==> src/design/bffpa_pkg.sv <==
// ----------------------------------------------------------------------------
// bffpa_pkg: shared types and constants for the first-fit page allocator
// Command codes, controller states and the control/status bundles that run
// between the controller and the datapath.
// ----------------------------------------------------------------------------
package bffpa_pkg;

    localparam int ADDR_W    = 24;   // byte address width
    localparam int SIZE_W    = 25;   // request size width
    localparam int EW        = 26;   // wide page arithmetic (counts, ends)
    localparam int WORD_BITS = 8;    // map bits per memory word
    localparam int WORD_SH   = 3;    // log2(WORD_BITS)

    typedef enum logic [1:0] {
        OP_ALLOC     = 2'd0,
        OP_FREE_PAGE = 2'd1,
        OP_MARK_FREE = 2'd2,
        OP_MARK_USED = 2'd3
    } t_op;

    typedef enum logic [2:0] {
        S_CLEAR,
        S_IDLE,
        S_DECODE,
        S_NEXT_CHK,
        S_SRCH,
        S_MARK,
        S_RESP
    } t_state;

    // controller -> datapath
    typedef struct packed {
        logic load;       // latch request
        logic clr_wr;     // reset sweep: write one word all used
        logic set_mark;   // set up range mark from request
        logic set_large;  // set up multi-page search, drop cursor offset
        logic set_fresh;  // set up single-page search
        logic small_fit;  // bump inside current page
        logic set_next;   // point word address at the neighbor page
        logic take_next;  // spill into neighbor page
        logic srch_step;  // scan one word
        logic mark_step;  // read-modify-write one word
        logic fail;       // out of memory
        logic load_out;   // move result into output register
    } t_cmd;

    // datapath -> controller
    typedef struct packed {
        logic clr_last;
        t_op  op;
        logic is_large;
        logic too_big;
        logic spill;
        logic next_ok;
        logic cursor_fit;
        logic next_free;
        logic srch_found;
        logic srch_last;
        logic mark_last;
        logic out_free;
    } t_sts;

endpackage

==> src/design/bffpa_ctrl.sv <==
// ----------------------------------------------------------------------------
// bffpa_ctrl: allocator sequencer
// Walks each request through decode and, as needed, neighbor check, map
// search and map marking, then hands the result to the output register.
// ----------------------------------------------------------------------------
module bffpa_ctrl import bffpa_pkg::*; (
    input  logic i_clk,
    input  logic i_rst_n,
    input  logic i_in_valid,
    output logic o_in_ready,
    input  t_sts i_sts,
    output t_cmd o_cmd
);

    t_state r_state, n_state;

    // state register
    always_ff @(posedge i_clk) begin
        if (!i_rst_n) begin
            r_state <= S_CLEAR;
        end else begin
            r_state <= n_state;
        end
    end

    // next state
    always_comb begin
        n_state = r_state;
        case (r_state)
            S_CLEAR: begin
                if (i_sts.clr_last) n_state = S_IDLE;
            end
            S_IDLE: begin
                if (i_in_valid) n_state = S_DECODE;
            end
            S_DECODE: begin
                if (i_sts.op == OP_ALLOC) begin
                    if (i_sts.is_large) begin
                        n_state = i_sts.too_big ? S_RESP : S_SRCH;
                    end else if (i_sts.spill) begin
                        n_state = i_sts.next_ok ? S_NEXT_CHK : S_SRCH;
                    end else begin
                        n_state = i_sts.cursor_fit ? S_RESP : S_SRCH;
                    end
                end else begin
                    n_state = S_MARK;
                end
            end
            S_NEXT_CHK: begin
                n_state = i_sts.next_free ? S_MARK : S_SRCH;
            end
            S_SRCH: begin
                if (i_sts.srch_found)     n_state = S_MARK;
                else if (i_sts.srch_last) n_state = S_RESP;
            end
            S_MARK: begin
                if (i_sts.mark_last) n_state = S_RESP;
            end
            S_RESP: begin
                if (i_sts.out_free) n_state = S_IDLE;
            end
            default: n_state = S_IDLE;
        endcase
    end

    // commands
    always_comb begin
        o_cmd      = '0;
        o_in_ready = 1'b0;
        case (r_state)
            S_CLEAR: begin
                o_cmd.clr_wr = 1'b1;
            end
            S_IDLE: begin
                o_in_ready = 1'b1;
                o_cmd.load = i_in_valid;
            end
            S_DECODE: begin
                if (i_sts.op == OP_ALLOC) begin
                    if (i_sts.is_large) begin
                        o_cmd.set_large = 1'b1;
                        o_cmd.fail      = i_sts.too_big;
                    end else if (i_sts.spill) begin
                        o_cmd.set_next  = i_sts.next_ok;
                        o_cmd.set_fresh = !i_sts.next_ok;
                    end else begin
                        o_cmd.small_fit = i_sts.cursor_fit;
                        o_cmd.set_fresh = !i_sts.cursor_fit;
                    end
                end else begin
                    o_cmd.set_mark = 1'b1;
                end
            end
            S_NEXT_CHK: begin
                o_cmd.take_next = i_sts.next_free;
                o_cmd.set_fresh = !i_sts.next_free;
            end
            S_SRCH: begin
                o_cmd.srch_step = 1'b1;
                o_cmd.fail      = !i_sts.srch_found && i_sts.srch_last;
            end
            S_MARK: begin
                o_cmd.mark_step = 1'b1;
            end
            S_RESP: begin
                o_cmd.load_out = i_sts.out_free;
            end
            default: begin
                o_cmd = '0;
            end
        endcase
    end

endmodule

==> config.mk <==
export PLATFORM = sky130hd
export DESIGN_NAME = bffpa_ctrl
export DESIGN_NICKNAME = d
export VERILOG_FILES = /design/src/design/bffpa_pkg.sv /design/src/design/bffpa_ctrl.sv
export SDC_FILE = /design/constraint.sdc
export NUM_CORES = 1
export LEC_CHECK = 0
export ABC_CLOCK_PERIOD_IN_PS = 1500
export BUFFER_PORTS_ARGS = -buffer_cell sky130_fd_sc_hd__buf_2
export CELL_PAD_IN_SITES_DETAIL_PLACEMENT = 2
export CELL_PAD_IN_SITES_GLOBAL_PLACEMENT = 2
export CORE_ASPECT_RATIO = 0.9
export CORE_MARGIN = 1
export CORE_UTILIZATION = 18
export CTS_BUF_LIST = sky130_fd_sc_hd__clkbuf_4 sky130_fd_sc_hd__clkbuf_8
export CTS_CLUSTER_SIZE = 14
export DETAILED_ROUTE_END_ITERATION = 8
export MAX_ROUTING_LAYER = met4
export PLACE_DENSITY = 0.88
export SYNTH_ARGS = -nofsm -noshare
export SYNTH_HDL_FRONTEND = slang
export SYNTH_SLANG_ARGS = --single-unit
==> constraint.sdc <==
create_clock -name i_clk -period 1.5 [get_ports i_clk]
set_input_delay 0.3 -clock i_clk [delete_from_list [all_inputs] [get_ports i_clk]]
set_output_delay 0.3 -clock i_clk [all_outputs]
set_load 0.1 [all_outputs]
==> flow_summary.json, run 1 <==
{
  "status": "did not finish",
  "stop_stage": "global routing (5_1_grt)",
  "error_message": "[ERROR DPL-0033] detailed placement checks failed during check placement.",
  "die_y_um": 46.0,
  "clockBufferDepth": 2,
  "clkSinkCount": 3,
  "synthCells": 60,
  "worst_endpoint": "o_cmd[1]",
  "synth_ff_type": "dfxtp_1",
  "place.gp.congestion": 0.714,
  "synth_seq_cells": 3,
  "seq_area_frac_synth_pct": 15.5,
  "avgSynthCellArea_um2": 6.46,
  "antenna_found_initial": 0,
  "io_buffers": 28,
  "synthTopCellsByArea": "dfxtp_1 (15%), nor2_1 (13%), nor2b_1 (8.1%)",
  "initial_core_util_pct": 19.7,
  "yosysUniqueCellTypes": 27,
  "std_cell_rows": 15,
  "yosysMostFrequentCell": "nor2_1",
  "syn_area_um2": 388,
  "ios": 29,
  "synth_warnings": 0,
  "async_flop_share_pct": 0,
  "yosys.area.top_type": "dfxtp_1",
  "synth-edff-count": 0,
  "ys_top_cells_by_count": "nor2_1 (13), nor2b_1 (5), nor3_1 (4)",
  "holdBufCountCts": 0,
  "post-dp-hpwl_um": 1960,
  "die_w_um": 50.9,
  "numCtsBuffers": 3,
  "syn_nets": 76,
  "cts_root_buf": "clkbuf_4",
  "yosysTopAreaCellShare_pct": 15.5,
  "worstEpCategory": "output port",
  "htreeDepth": 1,
  "grt_max_degree": 15
}
-- cells by family after synthesis --
logic type	count (synthesis)	synth area share, %
AOI/OAI and AO/OA	13	23.2
and+or+nand+nor	38	55.5
DFF	3	15.5
buffers and inverters	6	5.81
-- timing repair --
| action | CTS |
|---|---|
| hold endpoints to repair | 0 |
| setup endpoints to repair | 15 |
| setup buffers | 5 |
| pin swaps | 8 |
| cloned | 0 |
| resized for setup | 16 |
-- through the flow --
stage / worst slack (ns) / hold slack (ns) / std cells / cell area, um2 / TNS [ns]
after floorplan: -0.685 / 0.416 / 60 / 523 / -4.89
after CTS: -0.448 / 0.313 / 135 / 1130 / -2.92
after detailed placement: -0.263 / 0.557 / 127 / 982 / -1.23
after global placement: -0.221 / 0.550 / 127 / 982 / -0.952
==> run 2, diff against run 1 <==
CELL_PAD_IN_SITES_DETAIL_PLACEMENT = not set   (was 2)
CELL_PAD_IN_SITES_GLOBAL_PLACEMENT = not set   (was 2)
CORE_AREA = 2 2 63 65   (was not set)
CORE_ASPECT_RATIO = not set   (was 0.9)
CORE_MARGIN = not set   (was 1)
CORE_UTILIZATION = not set   (was 18)
CTS_BUF_LIST = not set   (was sky130_fd_sc_hd__clkbuf_4 sky130_fd_sc_hd__clkbuf_8)
CTS_CLUSTER_SIZE = not set   (was 14)
DIE_AREA = 0 0 65 67   (was not set)
MAX_ROUTING_LAYER = not set   (was met4)
PLACE_DENSITY = not set   (was 0.88)
PLACE_DENSITY_LB_ADDON = 0.15   (was not set)
==> run 2 against run 1 <==
The flow now finishes, with violations (negative setup slack). Synthesized area is the same. Synthesized cell count stayed put.
==> flow_summary.json, run 2 <==
{
  "finClkSkew_ns": 0.00131,
  "status": "complete, but fails checks",
  "syn_area_um2": 388,
  "die-area_um2": 4360,
  "synthCells": 60,
  "htreeDepth": 1,
  "antenna_found_initial": 0,
  "yosysMostFrequentCell": "nor2_1",
  "wl_per_cell_um": 11.0,
  "grt_pass1_wl_um": 2780,
  "finalSetupViolations": 14,
  "final_nets": 134,
  "synth_warnings": 0,
  "cp.arrival_ns": 1.59,
  "critPathRequiredTime_ns": 1.20,
  "die_y_um": 67,
  "numCtsBuffers": 3,
  "period_needed_ns": 1.89,
  "final_layout_size_suffix_gt1_share_pct": 73.5,
  "path_class": "flop to primary output",
  "ios": 29,
  "final_common_cell": "buf_12",
  "slew_headroom_pct": 79.8,
  "holdBufCountCts": 0,
  "leakagePower_uw": 0.000538,
  "cap_violations": 0,
  "crit_path_end_kind": "primary output",
  "ys_top_cells_by_count": "nor2_1 (13), nor2b_1 (5), nor3_1 (4)",
  "die_w_um": 65,
  "reg_top3": "r_state: 3 flops",
  "setup_ws_ns": -0.388,
  "clk_latency_ns": 0.21,
  "grt_max_degree": 15,
  "wl_um": 1810,
  "final-hold-violation-count": 0,
  "cts_tree": "yes",
  "yosys.area.top_type": "dfxtp_1",
  "final_cell_area_um2": 1280,
  "core_area_um2": 3610,
  "post-dp-hpwl_um": 1350,
  "yosysTopAreaCellShare_pct": 15.5,
  "violations": "negative setup slack",
  "synthTopCellsByArea": "dfxtp_1 (15%), nor2_1 (13%), nor2b_1 (8.1%)",
  "drtIter0Drc": 10,
  "min_path_type": "input port to flop",
  "critPathLaunchType": "flop",
  "max_freq_mhz": 530,
  "n_antenna_cell": 0,
  "yosysUniqueCellTypes": 27,
  "ant_nets": 0,
  "synth_ff_type": "dfxtp_1",
  "drc": 0,
  "clkSinkCount": 3,
  "final_cell_mix": "buf_12 (17), buf_2 (15), buf_4 (15), buf_6 (8), nor2_1 (7)",
  "std_cell_rows": 22,
  "groute.usage.overall_pct": 8.47,
  "cts_root_buf": "clkbuf_8",
  "initial_core_util_pct": 10.8,
  "p_per_area_nw_per_um2": 2090,
  "async_flop_share_pct": 0,
  "max_flop_register": "r_state",
  "slew_viol_final": 0,
  "grt_pass1_vias": 630,
  "tightest_slew_ns": 0.301,
  "peakVddDrop_mv": 0.903,
  "worstPathMaxFanout": 3,
  "vias_per_cell": 3.96,
  "syn_nets": 76,
  "clockBufferDepth": 2,
  "synth_seq_cells": 3,
  "place.gp.congestion": 0.790,
  "place_area_um2": 996,
  "dr_total_vias": 653,
  "place_ws_ns": -0.252,
  "whs_ns": 0.331,
  "clk_pin_slew_ns": 0.03,
  "io_buffers": 28,
  "largest_reg_flops": 3,
  "area_growth_pct": 230,
  "avgSynthCellArea_um2": 6.46,
  "synth-edff-count": 0,
  "seq_area_frac_synth_pct": 15.5,
  "fin_crit_sh_pct": 126,
  "dr.pass1.iters": 4,
  "rsz0062_at_grt": "true",
  "overflow": 0
}
## run 2: where the power goes
part	leakage (uW)	internal, uW	total [uW]	switching (uW)
Clock	0.0000228	181	234	52.4
Combinational	0.000489	1060	2270	1210
Sequential	0.0000261	131	168	36.3
Total	0.000538	1370	2670	1300
## run 2: repair_timing
action | in CTS | in global routing
gates resized for setup | 17 | 11
pin swaps | 7 | 9
setup endpoints to repair | 15 | 14
setup buffers | 5 | 8
## run 2: metrics by stage
stage          power [uW]  TNS [ns]  utilization, %  instances
3_5_place_dp         1960     -1.15            27.6        148
3_3_place_gp         1970     -1.12            27.6        148
6_report             2670     -2.53            35.5        165
4_1_cts              2490     -2.34            32.2        157
5_1_grt              2800     -3.24            35.5        165
2_1_floorplan        1380     -4.89               -         60
## run 2: cells by family after synthesis
kind of cell / synth area share (%)
AO/OA/AOI/OAI: 23.2
buffers and inverters: 5.81
flip-flops: 15.5
AND/OR/NAND/NOR: 55.5
## run 2: per-layer routing
metal	up-vias	routed length [um]	GRT usage, %
met2	18	900	14.0
li1	332	-	-
met5	-	0	0
met3	2	91	1.69
met1	301	789	10.2
met4	0	29	4.79
## run 2: worst paths after layout
path / startpoint / to / slack, ns / cells after the start
worst min-delay path: i_rst_n / r_state[0] / 0.33 / 3
worst min register to register: r_state[0] / r_state[0] / 0.82 / 5
worst max-delay path: r_state[2] / o_cmd[6] / -0.39 / 4
worst max register to register: r_state[2] / r_state[1] / -0.20 / 6
## run 2: layout make-up
type / instances / area (um2)
Fill cell: 377 / 2320
Timing Repair Buffer: 56 / 633
Multi-Input combinational cell: 51 / 463
Sequential cell: 3 / 66.3
Tap cell: 48 / 60.1
Clock buffer: 4 / 45.0
Inverter: 3 / 13.8
## run 2: worst max-delay path, cell delays in order (launching register included)
cell and delay (ns):
dfxtp_2 0.31, nand2b_4 0.14, or4_4 0.48, nor3b_4 0.24
buf_12 0.20
Note: power is estimated with default switching activity, not from simulation.
